**src/hdl/multiplexed_seven_segment_clock_assert.svh**
```systemverilog
// Assertion macros for the multiplexed seven-segment clock.
// Expects i_clk and i_rst_n in the scope of use; no other dependencies.
`ifndef MULTIPLEXED_SEVEN_SEGMENT_CLOCK_ASSERT_SVH
`define MULTIPLEXED_SEVEN_SEGMENT_CLOCK_ASSERT_SVH
`ifndef ASSERT_OFF
// same-cycle implication
`define MSSC_ASSERT(lbl, ante, cons, msg) \
    lbl: assert property (@(posedge i_clk) disable iff (!i_rst_n) (ante) |-> (cons)) \
        else $error(msg);
// next-cycle implication
`define MSSC_ASSERT_NEXT(lbl, ante, cons, msg) \
    lbl: assert property (@(posedge i_clk) disable iff (!i_rst_n) (ante) |=> (cons)) \
        else $error(msg);
`else
`define MSSC_ASSERT(lbl, ante, cons, msg)
`define MSSC_ASSERT_NEXT(lbl, ante, cons, msg)
`endif
`endif

```
**src/hdl/mssc_pkg.sv**
```systemverilog
// Package for the multiplexed seven-segment clock: widths, register
// indexes, reset values and digit decode functions. No dependencies.
package mssc_pkg;

    localparam int unsigned RELOAD_W = 16;
    localparam int unsigned DIV_W    = 8;
    localparam int unsigned CFG_IDX_W = 2;

    typedef logic [RELOAD_W-1:0] t_reload;
    typedef logic [DIV_W-1:0]    t_div;
    typedef logic [6:0]          t_seg;
    typedef logic [3:0]          t_digit;

    // configuration register indexes
    typedef enum logic [CFG_IDX_W-1:0] {
        CFG_FIRST_RELOAD   = 2'd0,
        CFG_SCAN_RELOAD    = 2'd1,
        CFG_PER_SECOND     = 2'd2,
        CFG_PER_DOT_TOGGLE = 2'd3
    } t_cfg_idx;

    localparam t_reload FIRST_RELOAD_RST = 16'd100;
    localparam t_reload SCAN_RELOAD_RST  = 16'd25;
    localparam t_div    PER_SECOND_RST   = 8'd4;
    localparam t_div    PER_DOT_RST      = 8'd2;

    localparam logic [4:0] HOUR_RST   = 5'd15;
    localparam logic [5:0] MINUTE_RST = 6'd8;
    localparam logic [5:0] SECOND_RST = 6'd50;

    localparam logic [4:0] HOURS_PER_DAY  = 5'd24;
    localparam logic [5:0] UNITS_PER_HOUR = 6'd60;

    localparam t_seg SEG_DARK = 7'h7F;

    // tens digit of a value below 64 by compare chain
    function automatic t_digit tens_of(input logic [5:0] v);
        t_digit t;
        t = 4'd0;
        if (v >= 6'd10) t = 4'd1;
        if (v >= 6'd20) t = 4'd2;
        if (v >= 6'd30) t = 4'd3;
        if (v >= 6'd40) t = 4'd4;
        if (v >= 6'd50) t = 4'd5;
        if (v >= 6'd60) t = 4'd6;
        return t;
    endfunction

    // units digit: subtract ten times the tens digit
    function automatic t_digit units_of(input logic [5:0] v);
        logic [5:0] t;
        logic [5:0] u;
        t = {2'b00, tens_of(v)};
        u = v - {t[2:0], 3'b000} - {t[4:0], 1'b0};
        return u[3:0];
    endfunction

    // active-low segment pattern, lines a..g in bits 0..6
    function automatic t_seg pattern_of(input t_digit d);
        t_seg p;
        case (d)
            4'd0:    p = 7'h40;
            4'd1:    p = 7'h79;
            4'd2:    p = 7'h24;
            4'd3:    p = 7'h30;
            4'd4:    p = 7'h19;
            4'd5:    p = 7'h12;
            4'd6:    p = 7'h02;
            4'd7:    p = 7'h78;
            4'd8:    p = 7'h00;
            4'd9:    p = 7'h10;
            default: p = SEG_DARK;
        endcase
        return p;
    endfunction

endpackage

```
**src/hdl/multiplexed_seven_segment_clock.sv**
```systemverilog
// Multiplexed four-digit seven-segment clock with blinking dot.
// Uses mssc_pkg and multiplexed_seven_segment_clock_assert.svh.
//
// Takes one item per clock: each transfer on the input channel is one base
// tick (i_tick high) or an idle item, and yields exactly one result, held in
// an output register and shown in the cycle after the transfer. All counter
// updates, the time-of-day carry chain and the digit decode are combinational
// and feed that register. o_in_ready drops only while a held result is not
// taken, so with i_out_ready high the block sustains one item every cycle.
// Writing first_reload also restarts the tick counter from the written value.
`include "multiplexed_seven_segment_clock_assert.svh"

module multiplexed_seven_segment_clock (
    input  logic                         i_clk,
    input  logic                         i_rst_n,
    // configuration write channel
    input  logic                         i_cfg_valid,
    output logic                         o_cfg_ready,
    input  logic [mssc_pkg::CFG_IDX_W-1:0] i_cfg_index,
    input  logic [15:0]                  i_cfg_data,
    // input items
    input  logic                         i_in_valid,
    output logic                         o_in_ready,
    input  logic                         i_tick,
    // results
    output logic                         o_out_valid,
    input  logic                         i_out_ready,
    output logic [6:0]                   o_segments,
    output logic [3:0]                   o_digit_enables,
    output logic                         o_dot,
    output logic [4:0]                   o_hours,
    output logic [5:0]                   o_minutes,
    output logic [5:0]                   o_seconds
);
    import mssc_pkg::*;

    // configuration registers
    t_reload r_scan_reload;
    t_div    r_per_second;
    t_div    r_per_dot;

    // clock state
    t_reload    r_tick_down, n_tick_down;
    logic [1:0] r_scan_index, n_scan_index;
    t_div       r_sec_div, n_sec_div;
    t_div       r_dot_div, n_dot_div;
    logic [4:0] r_hour, n_hour;
    logic [5:0] r_minute, n_minute;
    logic [5:0] r_second, n_second;
    logic       r_dot, n_dot;
    t_seg       r_seg_latch, n_seg_latch;
    logic [3:0] r_en_latch, n_en_latch;

    // output register
    logic       r_out_valid;
    t_seg       r_out_seg;
    logic [3:0] r_out_en;
    logic       r_out_dot;
    logic [4:0] r_out_hour;
    logic [5:0] r_out_minute;
    logic [5:0] r_out_second;

    logic       in_xfer;
    logic       cfg_xfer;
    logic       expire;
    logic       sec_fire;
    logic       dot_fire;
    t_reload    tick_dec;
    t_div       sec_inc;
    t_div       dot_inc;
    logic [5:0] digit_src;
    t_digit     digit;
    logic [5:0] second_inc;
    logic [5:0] minute_inc;
    logic [4:0] hour_inc;
    logic [5:0] minute_step;
    logic [4:0] hour_step;
    logic       time_ok;
    logic       idle_xfer;

    // handshakes: cfg always ready; inputs accepted while the result slot is empty or being emptied
    assign o_cfg_ready = 1'b1;
    assign cfg_xfer    = i_cfg_valid;
    assign o_in_ready  = !r_out_valid || i_out_ready;
    assign in_xfer     = i_in_valid && o_in_ready;

    // detect expiry of the down counter
    assign tick_dec = r_tick_down - t_reload'(1);
    assign expire   = in_xfer && i_tick && (r_tick_down != '0) && (tick_dec == '0);

    // pick the digit for the current scan position
    always_comb begin
        case (r_scan_index)
            2'd0:    digit_src = {1'b0, r_hour};
            2'd1:    digit_src = {1'b0, r_hour};
            default: digit_src = r_minute;
        endcase
        digit = r_scan_index[0] ? units_of(digit_src) : tens_of(digit_src);
    end

    // dividers count expiries and clear once they reach the threshold
    assign sec_inc  = r_sec_div + t_div'(1);
    assign dot_inc  = r_dot_div + t_div'(1);
    assign sec_fire = sec_inc >= r_per_second;
    assign dot_fire = dot_inc >= r_per_dot;

    // time-of-day carry chain
    always_comb begin
        second_inc  = r_second + 6'd1;
        minute_inc  = r_minute + 6'd1;
        minute_step = r_minute;
        if (second_inc >= UNITS_PER_HOUR) begin
            minute_step = minute_inc;
        end
        hour_step = r_hour;
        hour_inc  = r_hour + 5'd1;
        if (minute_step >= UNITS_PER_HOUR) begin
            hour_step = hour_inc;
        end
    end

    // next state
    always_comb begin
        n_tick_down  = r_tick_down;
        n_scan_index = r_scan_index;
        n_sec_div    = r_sec_div;
        n_dot_div    = r_dot_div;
        n_hour       = r_hour;
        n_minute     = r_minute;
        n_second     = r_second;
        n_dot        = r_dot;
        n_seg_latch  = r_seg_latch;
        n_en_latch   = r_en_latch;
        if (in_xfer && i_tick && (r_tick_down != '0)) begin
            n_tick_down = tick_dec;
        end
        if (expire) begin
            n_tick_down  = r_scan_reload;
            n_en_latch   = 4'hF & ~(4'b0001 << r_scan_index);
            n_seg_latch  = pattern_of(digit);
            n_scan_index = r_scan_index + 2'd1;
            n_sec_div    = sec_fire ? '0 : sec_inc;
            n_dot_div    = dot_fire ? '0 : dot_inc;
            if (sec_fire) begin
                n_second = (second_inc >= UNITS_PER_HOUR) ? 6'd0 : second_inc;
                n_minute = (minute_step >= UNITS_PER_HOUR) ? 6'd0 : minute_step;
                n_hour   = (hour_step >= HOURS_PER_DAY) ? 5'd0 : hour_step;
            end
            if (dot_fire) begin
                n_dot = !r_dot;
            end
        end
        // a first_reload write restarts the counter
        if (cfg_xfer && (t_cfg_idx'(i_cfg_index) == CFG_FIRST_RELOAD)) begin
            n_tick_down = i_cfg_data;
        end
    end

    // hold configuration registers
    always_ff @(posedge i_clk) begin
        if (!i_rst_n) begin
            r_scan_reload  <= SCAN_RELOAD_RST;
            r_per_second   <= PER_SECOND_RST;
            r_per_dot      <= PER_DOT_RST;
        end else if (cfg_xfer) begin
            unique case (t_cfg_idx'(i_cfg_index))
                // first_reload only ever loads the counter, handled above
                CFG_FIRST_RELOAD:   ;
                CFG_SCAN_RELOAD:    r_scan_reload  <= i_cfg_data;
                CFG_PER_SECOND:     r_per_second   <= i_cfg_data[DIV_W-1:0];
                CFG_PER_DOT_TOGGLE: r_per_dot      <= i_cfg_data[DIV_W-1:0];
                default: ;
            endcase
        end
    end

    // advance clock state
    always_ff @(posedge i_clk) begin
        if (!i_rst_n) begin
            r_tick_down  <= FIRST_RELOAD_RST;
            r_scan_index <= '0;
            r_sec_div    <= '0;
            r_dot_div    <= '0;
            r_hour       <= HOUR_RST;
            r_minute     <= MINUTE_RST;
            r_second     <= SECOND_RST;
            r_dot        <= 1'b0;
            r_seg_latch  <= '0;
            r_en_latch   <= '0;
        end else begin
            r_tick_down  <= n_tick_down;
            r_scan_index <= n_scan_index;
            r_sec_div    <= n_sec_div;
            r_dot_div    <= n_dot_div;
            r_hour       <= n_hour;
            r_minute     <= n_minute;
            r_second     <= n_second;
            r_dot        <= n_dot;
            r_seg_latch  <= n_seg_latch;
            r_en_latch   <= n_en_latch;
        end
    end

    // result slot valid: set on input transfer, drop when taken
    always_ff @(posedge i_clk) begin
        if (!i_rst_n) begin
            r_out_valid <= 1'b0;
        end else if (in_xfer) begin
            r_out_valid <= 1'b1;
        end else if (i_out_ready) begin
            r_out_valid <= 1'b0;
        end
    end

    // capture the result of each transfer
    always_ff @(posedge i_clk) begin
        if (in_xfer) begin
            r_out_seg    <= n_seg_latch;
            r_out_en     <= n_en_latch;
            r_out_dot    <= n_dot;
            r_out_hour   <= n_hour;
            r_out_minute <= n_minute;
            r_out_second <= n_second;
        end
    end

    assign o_out_valid     = r_out_valid;
    assign o_segments      = r_out_seg;
    assign o_digit_enables = r_out_en;
    assign o_dot           = r_out_dot;
    assign o_hours         = r_out_hour;
    assign o_minutes       = r_out_minute;
    assign o_seconds       = r_out_second;

    // helper terms for the checks below
    assign time_ok   = (r_hour < HOURS_PER_DAY) && (r_minute < UNITS_PER_HOUR) &&
                       (r_second < UNITS_PER_HOUR);
    assign idle_xfer = in_xfer && !i_tick;

    // time of day stays in range
    `MSSC_ASSERT(a_time_range, 1'b1, time_ok, "time of day out of range")
    // each expiry steps the scan to the next digit
    `MSSC_ASSERT(a_scan_step, expire, n_scan_index == r_scan_index + 2'd1, "no scan step")
    // after an expiry exactly one digit is enabled
    `MSSC_ASSERT_NEXT(a_one_digit, expire, $countones(r_en_latch) == 3, "not one digit enabled")
    // an idle item leaves the seconds and the dot alone
    `MSSC_ASSERT_NEXT(a_idle_hold, idle_xfer, $stable({r_second, r_dot}), "idle moved time")
    // a held result blocks new transfers
    `MSSC_ASSERT(a_stall_block, r_out_valid && !i_out_ready, !in_xfer, "transfer into full slot")

endmodule
```
**config.mk**
```make
export PLATFORM = sky130hd
export DESIGN_NAME = multiplexed_seven_segment_clock
export DESIGN_NICKNAME = d
export VERILOG_FILES = /design/src/hdl/mssc_pkg.sv /design/src/hdl/multiplexed_seven_segment_clock.sv
export VERILOG_INCLUDE_DIRS = /design/src /design/src/hdl
export SDC_FILE = /design/constraint.sdc
export NUM_CORES = 1
export LEC_CHECK = 0
export BUFFER_PORTS_ARGS = -buffer_cell sky130_fd_sc_hd__buf_4
export CORE_MARGIN = 4
export CORE_UTILIZATION = 65
export DETAILED_ROUTE_END_ITERATION = 7
export GPL_TIMING_DRIVEN = 1
export HOLD_SLACK_MARGIN = 0.05
export PLACE_DENSITY = 0.85
export SYNTH_ARGS = -nofsm -noshare
export SYNTH_HDL_FRONTEND = slang
export SYNTH_SLANG_ARGS = --single-unit
```
**constraint.sdc**
```tcl
create_clock -name i_clk -period 6.9 [get_ports i_clk]
set_input_delay 0.345 -clock i_clk [delete_from_list [all_inputs] [get_ports i_clk]]
set_output_delay 0.345 -clock i_clk [all_outputs]
set_load 0.03 [all_outputs]
```
==> reports/qor.tcl, run 1 <==
set qor(status) {finished, final reports clean}
set qor(final_layout_size_suffix_gt1_share_pct) 13.1
set qor(worstSkewPairLatency_ns) 0.55
set qor(dp_hpwl_um) 11100
set qor(final.period_utilization_pct) 67.4
set qor(fin_worst_skew_ns) 0.00779
set qor(synth-edff-count) 29
set qor(synth_largest_type_area_fraction_pct) 27.1
set qor(coreArea_sq_um) 10500
set qor(grt_setup_unrepaired) {false}
set qor(post-layout-total-power_mw) 1.78
set qor(synth_flop_cell) {sky130_fd_sc_hd__dfxtp_1}
set qor(cts-root-to-sink-buffers) 2
set qor(post_drt_wl_per_cell_um) 17.0
set qor(placement.cell_area_sq_um) 7470
set qor(count_of_cell_types_in_the_netlist) 77
set qor(syn-instance-count) 828
set qor(port_buffers) 54
set qor(areaGrowthSynthToFinish_pct) 14.3
set qor(placed_cells) 975
set qor(cap_violations) 0
set qor(gp_routability_congestion) 0.900
set qor(post_route_insts_no_fill) 1012
set qor(ir_drop_mv) 0.235
set qor(maxSlewViolCount) 0
set qor(ys.warnings.count) 0
set qor(grt_pass1_vias) 6071
set qor(tritoncts.num_buffers) 17
set qor(top_level_ports) 56
set qor(slew_headroom_pct) 20.5
set qor(detailedRoute.firstPassIterationCount) 7
set qor(maximum_number_of_pins_on_one_net_before_global_route_repair) 94
set qor(grt.total_usage_pct) 28.2
set qor(worstPathMaxFanout) 12
set qor(post_cts_resize_count) 0
set qor(cts.clk_slew.worst_paths_ns) 0.06
set qor(synthesized_flop_and_latch_total) 125
set qor(ys_seq_area_share_pct) 39.4
set qor(layout_min_cycle_time_ns) 4.65
set qor(detailedPlace.worstSlack_ns) 2.48
set qor(worst_hold_slack_ns) 0.0614
set qor(floorplan.rows) 37
set qor(dr.first_iter.drc_count) 547
set qor(remaining_routing_drc_violations) 0
set qor(vias_per_cell) 6.27
set qor(powerDensity_nw_per_um2) 220
set qor(final_core_utilization_pct) 77.4
set qor(antenna-diode-count) 0
set qor(initial_utilization_pct) 67.7
set qor(ctsHtreeMaxLevel) 4
set qor(cts_tree) {yes}
set qor(timing.critical_path.arrival_ns) 5.14
set qor(cp-end-kind) {register}
set qor(syn_avg_cell_area_sq_um) 8.56
set qor(overflow) 0
set qor(required_ns) 7.39
set qor(critPathLaunchType) {register}
set qor(total_standard_cell_area_after_synthesis_sq_um) 7090
set qor(fp.dieH_um) 112
set qor(cts_root_buf) {sky130_fd_sc_hd__clkbuf_8}
set qor(die_area_sq_um) 12600
set qor(timing_worst_slew_pin_value_ns) 1.19
set qor(synth_area_leaders) {sky130_fd_sc_hd__dfxtp_1 27%, sky130_fd_sc_hd__edfxtp_1 12%, sky130_fd_sc_hd__nand2_1 7.0%}
set qor(hold_class) {in2reg}
set qor(fin_setup_tns_ns) 0
set qor(setup_slack_ns) 2.25
set qor(final_nets) 921
set qor(final_design_area_no_fill_sq_um) 8100
set qor(totalWireLength_um) 17200
set qor(chipWidth_um) 112
set qor(p_leak_nw) 3.05
set qor(worstSetupPathType) {reg2reg}
set qor(final_hold_viol_count) 0
set qor(synth_async_sr_flop_share_pct) 0
set qor(setup-violations-final) 0
set qor(synthesis.nets) 886
set qor(fmaxAchievable_mhz) 215
set qor(rrSetupSlack_ns) 2.25
set qor(synth_top_cell_by_area) {sky130_fd_sc_hd__dfxtp_1}
set qor(tritoncts_num_sinks) 125
set qor(grt_antenna_before_repair) 0
set qor(vias) 6342
set qor(grt_pass1_wl_um) 29200
set qor(drt.antenna.violating_nets) 0
synthesized netlist by cell type (all sizes together) (11+ instances only):
library cell and count:
nand2 132, dfxtp 96, o21ai 59, a21oi 49
a21boi 45, nor2 35, ha 34, clkbuf 31
inv 30, edfxtp 29, nand3 27, and2 22
nor3 16, nor3b 15, buf 14, nor2b 13
o211ai 12, xor2 12, a31oi 11
power breakdown:
part,switching (mW),internal [mW],total (mW)
logic,0.0766,0.0505,0.127
clock network,0.329,0.545,0.874
registers,0.0169,0.767,0.784
timing repair:
item,4_1_cts,5_1_grt
endpoints found under the hold margin,5,0
setup buffers,0,0
hold buffers,5,0
path summary, 6_finish.rpt:
check | from | endpoint | depth (start not counted)
worst max-delay path | r_scan_index[0]$_SDFFE_PN0P_ | r_seg_latch[4]$_SDFF_PN0_ | 16
worst min-delay path | i_cfg_data[11] | r_tick_down[11]$_SDFFE_PN0P_ | 3
worst max register to register | r_scan_index[0]$_SDFFE_PN0P_ | r_seg_latch[4]$_SDFF_PN0_ | 16
worst min register to register | r_per_second[7]$_SDFFE_PN0P_ | r_per_second[7]$_SDFFE_PN0P_ | 2
registers in the layout, summed over array words and instances (netlist names):
name and count:
r_tick_down 16, o_hours 5, o_minutes 6, r_en_latch 4, r_dot 1, o_dot 1
r_second 6, r_seg_latch 7, o_segments 7, r_scan_index 2, o_out_valid 1, r_dot_div 8
r_scan_reload 16, r_per_second 8, r_per_dot 8, o_digit_enables 4, r_hour 5, r_sec_div 8
r_minute 6, o_seconds 6
layout by cell type (no fill, tap or decap), types with 18 or more instances in the layout:
| cell | netlist | final |
|---|---|---|
| sky130_fd_sc_hd__a21boi_0 | 43 | 43 |
| sky130_fd_sc_hd__a21oi_1 | 49 | 49 |
| sky130_fd_sc_hd__and2_1 | 21 | 21 |
| sky130_fd_sc_hd__buf_4 | 5 | 56 |
| sky130_fd_sc_hd__clkbuf_16 | 0 | 18 |
| sky130_fd_sc_hd__dfxtp_1 | 96 | 96 |
| sky130_fd_sc_hd__edfxtp_1 | 29 | 29 |
| sky130_fd_sc_hd__ha_1 | 34 | 34 |
| sky130_fd_sc_hd__inv_1 | 29 | 29 |
| sky130_fd_sc_hd__nand2_1 | 132 | 132 |
| sky130_fd_sc_hd__nand3_1 | 27 | 27 |
| sky130_fd_sc_hd__nor2_1 | 35 | 35 |
| sky130_fd_sc_hd__o21ai_0 | 58 | 58 |
cells by family (layout without fill, tap and decap cells):
family / after synthesis / after routing / synth area share, %
and+or+nand+nor: 326 / 326 / 23.5
AOI/OAI and AO/OA: 229 / 229 / 21.3
DFF: 125 / 125 / 39.4
buffers and inverters: 75 / 123 / 4.57
adders and majority gates: 34 / 34 / 6.00
xor gates and xnor gates: 22 / 22 / 2.72
muxes: 16 / 16 / 2.42
other: 1 / 1 / 0.0529
routing by layer:
layer | vias up | global-route usage, % | routed length (um)
met5 | - | 0 | 0
met3 | 39 | 6.63 | 1170
met1 | 2992 | 34.3 | 7170
met4 | 0 | 12.0 | 355
met2 | 263 | 47.8 | 8490
li1 | 3048 | - | -
layout make-up:
| class | count | area, sq um |
|---|---|---|
| inverters | 30 | 113 |
| well taps | 136 | 170 |
| clock buffers | 22 | 505 |
| repair buffers | 61 | 470 |
| clock inverters | 10 | 81.3 |
| flip-flops and latches | 125 | 2790 |
| fillers | 742 | 2360 |
| multi-input cells | 628 | 3970 |
worst max-delay path: stages (launching register included):
cell	delay, ns
sky130_fd_sc_hd__dfxtp_1	0.58
sky130_fd_sc_hd__inv_1	0.19
sky130_fd_sc_hd__ha_1	0.27
sky130_fd_sc_hd__or3b_1	0.50
sky130_fd_sc_hd__nor2_1	0.32
sky130_fd_sc_hd__a211oi_1	0.13
sky130_fd_sc_hd__o31ai_1	0.47
sky130_fd_sc_hd__inv_1	0.11
sky130_fd_sc_hd__ha_1	0.30
sky130_fd_sc_hd__nand2_1	0.06
sky130_fd_sc_hd__a21boi_0	0.40
sky130_fd_sc_hd__inv_1	0.23
sky130_fd_sc_hd__ha_1	0.29
sky130_fd_sc_hd__nor3b_1	0.26
sky130_fd_sc_hd__nor4_1	0.09
sky130_fd_sc_hd__o21ai_0	0.24
sky130_fd_sc_hd__and2_1	0.17
Power figures use the tool's default switching activity.
==> run 2: changes to the inputs <==
ABC_AREA = 1   (was not set)
CORE_UTILIZATION = 61   (was 65)
PLACE_DENSITY = 0.81   (was 0.85)
clock period = 4.7 ns   (was 6.9 ns; I/O delays follow)
==> run 2 against run 1 <==
  * Final cell count increased by 16%
  * Register-to-register slack got worse by 0.97 ns
  * Non-clock buffer count decreased by 3
  * Final area about the same
  * Sequential power increased by 47%
  * Critical path type unchanged
  * Largest power group unchanged
==> reports/qor.tcl, run 2 <==
set qor(status) {finished, final reports clean}
set qor(ctsHtreeMaxLevel) 4 ;# unchanged
set qor(fin_worst_skew_ns) 0.00758 ;# -0.000211 ns
set qor(grt_antenna_before_repair) 0 ;# unchanged
set qor(fmaxAchievable_mhz) 292 ;# +36%
set qor(grt_pass1_wl_um) 26800 ;# -8.1%
set qor(biggestRegsByFlops) {r_scan_reload (16), r_tick_down (16)}
set qor(worstSkewPairLatency_ns) 0.42 ;# -0.13 ns
set qor(coreArea_sq_um) 11100 ;# +5.9%
set qor(count_of_cell_types_in_the_netlist) 38 ;# -51%
set qor(floorplan.rows) 38 ;# +2.7%
set qor(final_hold_viol_count) 0 ;# unchanged
set qor(cap_violations) 0 ;# unchanged
set qor(commonest_non_fill_non_tap_cell_in_the_layout) {sky130_fd_sc_hd__nand2_1}
set qor(tritoncts_num_sinks) 125 ;# unchanged
set qor(syn_avg_cell_area_sq_um) 7.24 ;# -15%
set qor(ir_drop_mv) 0.459 ;# +95%
set qor(overflow) 0 ;# unchanged
set qor(hold_fix_buffers_cts) 0 ;# -5
set qor(hold_class) {in2reg}
set qor(synth_top_cell_by_area) {sky130_fd_sc_hd__dfxtp_1}
set qor(port_buffers) 54 ;# unchanged
set qor(total_standard_cell_area_after_synthesis_sq_um) 7040 ;# -0.65%
set qor(number_of_filler_cells_placed_in_the_layout) 921 ;# +24%
set qor(cts.repair_timing.setup_buffer_count) 0 ;# unchanged
set qor(worst_path_largest_cell_delay_ns) 0.52 ;# -0.06 ns
set qor(antenna-diode-count) 0 ;# unchanged
set qor(areaGrowthSynthToFinish_pct) 15.2
set qor(post_drt_wl_per_cell_um) 13.4 ;# -21%
set qor(ys_seq_area_share_pct) 39.7 ;# +0.26 points
set qor(post_cts_resize_count) 0 ;# unchanged
set qor(setup_slack_ns) 1.28 ;# -0.969 ns
set qor(grt_pass1_vias) 5855 ;# -3.6%
set qor(synth.cells.most_frequent) {226 x sky130_fd_sc_hd__nand2_1, 159 x sky130_fd_sc_hd__inv_1, 96 x sky130_fd_sc_hd__dfxtp_1}
set qor(worstPathMaxFanout) 10 ;# -2
set qor(final.period_utilization_pct) 72.8 ;# +5.4 points
set qor(die_area_sq_um) 13300 ;# +5.4%
set qor(chipWidth_um) 115 ;# +2.7%
set qor(tritoncts.num_buffers) 17 ;# unchanged
set qor(grt_setup_unrepaired) {false}
set qor(synth_largest_type_area_fraction_pct) 27.3 ;# +0.18 points
set qor(synth_async_sr_flop_share_pct) 0 ;# unchanged
set qor(synth_flop_cell) {sky130_fd_sc_hd__dfxtp_1}
set qor(critical_path_buf_inv_count) 4 ;# +1
set qor(vias) 6286 ;# -0.88%
set qor(p_leak_nw) 3.95 ;# +30%
set qor(yosysMostFrequentCell) {sky130_fd_sc_hd__nand2_1}
set qor(cts.clk_slew.worst_paths_ns) 0.06 ;# about the same
set qor(rrSetupSlack_ns) 1.28 ;# -0.97 ns
set qor(final_nets) 1076 ;# +17%
set qor(remaining_routing_drc_violations) 0 ;# unchanged
set qor(synth_area_leaders) {sky130_fd_sc_hd__dfxtp_1 27%, sky130_fd_sc_hd__edfxtp_1 12%, sky130_fd_sc_hd__nand2_1 12%}
set qor(path_common_cell) {sky130_fd_sc_hd__inv_1}
set qor(synthesized_flop_and_latch_total) 125 ;# unchanged
set qor(detailedPlace.worstSlack_ns) 1.35 ;# -1.13 ns
set qor(cts_tree) {yes}
set qor(cell_chain_of_the_critical_path) {inv_1 > ha_1 > nor3_1 > inv_1 > nor2_1 > nand3_1 > nand2_1 > ha_1 > xnor2_1 > nand2_1 > o21ai_1 > inv_1 > o211ai_1 > nand4_2 > nand3_1 > nand2_1 > inv_1}
set qor(cts_root_buf) {sky130_fd_sc_hd__clkbuf_16}
set qor(setup-violations-final) 0 ;# unchanged
set qor(maxSlewViolCount) 0 ;# unchanged
set qor(fp.dieH_um) 115 ;# +2.7%
set qor(timing_worst_slew_pin_value_ns) 1.13 ;# -0.0600 ns
set qor(layout_min_cycle_time_ns) 3.42 ;# -1.23 ns
set qor(vias_per_cell) 5.37 ;# -14%
set qor(maximum_number_of_pins_on_one_net_before_global_route_repair) 57 ;# -39%
set qor(timing.critical_path.arrival_ns) 3.70 ;# -1.44 ns
set qor(gp_routability_congestion) 0.938 ;# +4.3%
set qor(cts-root-to-sink-buffers) 2 ;# unchanged
set qor(critPathLaunchType) {register}
set qor(totalWireLength_um) 15700 ;# -8.8%
set qor(top_level_ports) 56 ;# unchanged
set qor(powerDensity_nw_per_um2) 338 ;# +53%
set qor(drt.antenna.violating_nets) 0 ;# unchanged
set qor(dp_hpwl_um) 11000 ;# -1.0%
set qor(worst_path_max_delay_cell) {sky130_fd_sc_hd__dfxtp_1}
set qor(final_layout_size_suffix_gt1_share_pct) 12.0 ;# -1.1 points
set qor(cp-end-kind) {register}
set qor(ys.warnings.count) 0 ;# unchanged
set qor(dr.first_iter.drc_count) 469 ;# -14%
set qor(layout_common_cells) {226 x sky130_fd_sc_hd__nand2_1, 158 x sky130_fd_sc_hd__inv_1, 96 x sky130_fd_sc_hd__dfxtp_1}
set qor(synthesis.nets) 1030 ;# +16%
set qor(fin_setup_tns_ns) 0 ;# unchanged
set qor(syn-instance-count) 972 ;# +17%
set qor(grt.total_usage_pct) 24.8 ;# -3.4 points
set qor(initial_utilization_pct) 63.6 ;# -4.2 points
set qor(worstSetupPathType) {reg2reg}
set qor(synth-edff-count) 29 ;# unchanged
set qor(slew_headroom_pct) 24.5 ;# +4.0 points
set qor(required_ns) 4.98 ;# -2.41 ns
set qor(timing.critical_path.max_delay_family) {simple AND/OR/NAND/NOR gates}
set qor(detailedRoute.firstPassIterationCount) 7 ;# unchanged
run 2: cell count changes after synthesis, sizes merged, moves of 22 or more:
| cell | before | now |
|---|---|---|
| a21boi | 45 | 0 |
| a21oi | 49 | 79 |
| and2 | 22 | 0 |
| inv | 30 | 164 |
| nand2 | 132 | 231 |
| nand3 | 27 | 75 |
| nor2 | 35 | 75 |
run 2: tightest hold or removal path: stages:
cell                      delay, ns
sky130_fd_sc_hd__buf_4         0.08
sky130_fd_sc_hd__a21oi_1       0.05
sky130_fd_sc_hd__o21ai_0       0.06
run 2: final timing paths:
kind	start	endpoint	depth (start not counted)
worst min-delay path	i_cfg_data[1]	r_per_dot[1]$_SDFFE_PN1P_	3
worst max-delay path	r_scan_index[0]$_SDFFE_PN0P_	o_segments[5]$_DFFE_PP_	17
worst min register to register	r_scan_reload[6]$_SDFFE_PN0P_	r_scan_reload[6]$_SDFFE_PN0P_	2
worst max register to register	r_scan_index[0]$_SDFFE_PN0P_	o_segments[5]$_DFFE_PP_	17
run 2: kinds of logic (layout without fill, tap and decap cells):
family	Yosys count	count (layout)	synth area share [%]
compound gates	163	163	12.9
xor+xnor	25	25	3.11
fa+ha+maj	34	34	6.04
buf+inv	196	255	11.2
flops	125	125	39.7
other cells	1	1	0.0533
simple gates	428	428	27.0
run 2: through the flow:
| stage | hold WS, ns | area [sq um] | power [mW] | util, % | instances |
|---|---|---|---|---|---|
| 2_1_floorplan | 0.361 | 7040 | 1.32 | - | 972 |
| 5_1_grt | 0.0865 | 8110 | 2.83 | 73.2 | 1171 |
| 3_3_place_gp | 0.440 | 7490 | 1.39 | 67.7 | 1139 |
| 4_1_cts | 0.0518 | 8110 | 2.75 | 73.2 | 1171 |
| 3_5_place_dp | 0.446 | 7490 | 1.39 | 67.7 | 1139 |
| 6_report | 0.0542 | 8110 | 2.74 | 73.2 | 1171 |
run 2: metal layers:
metal | track usage, % | vias to the layer above | wire [um]
li1 | - | 3240 | -
met1 | 32.5 | 2843 | 7130
met2 | 40.7 | 181 | 7460
met3 | 6.01 | 22 | 883
met4 | 7.59 | 0 | 193
met5 | 0 | - | 0
run 2: where the power goes:
group	total (mW)	leakage [nW]	internal [mW]	switching (mW)
Combinational	0.222	2.60	0.0737	0.149
Clock	1.37	0.301	0.896	0.470
Sequential	1.15	1.05	1.13	0.0192
Total	2.74	3.95	2.10	0.638
run 2: layout make-up:
class	count	area (sq um)	area share, %
well taps	140	175	2.16
inverters	165	619	7.64
repair buffers	58	435	5.37
multi-input cells	651	3470	42.8
flip-flops and latches	125	2790	34.4
clock inverters	12	169	2.08
clock buffers	20	447	5.51
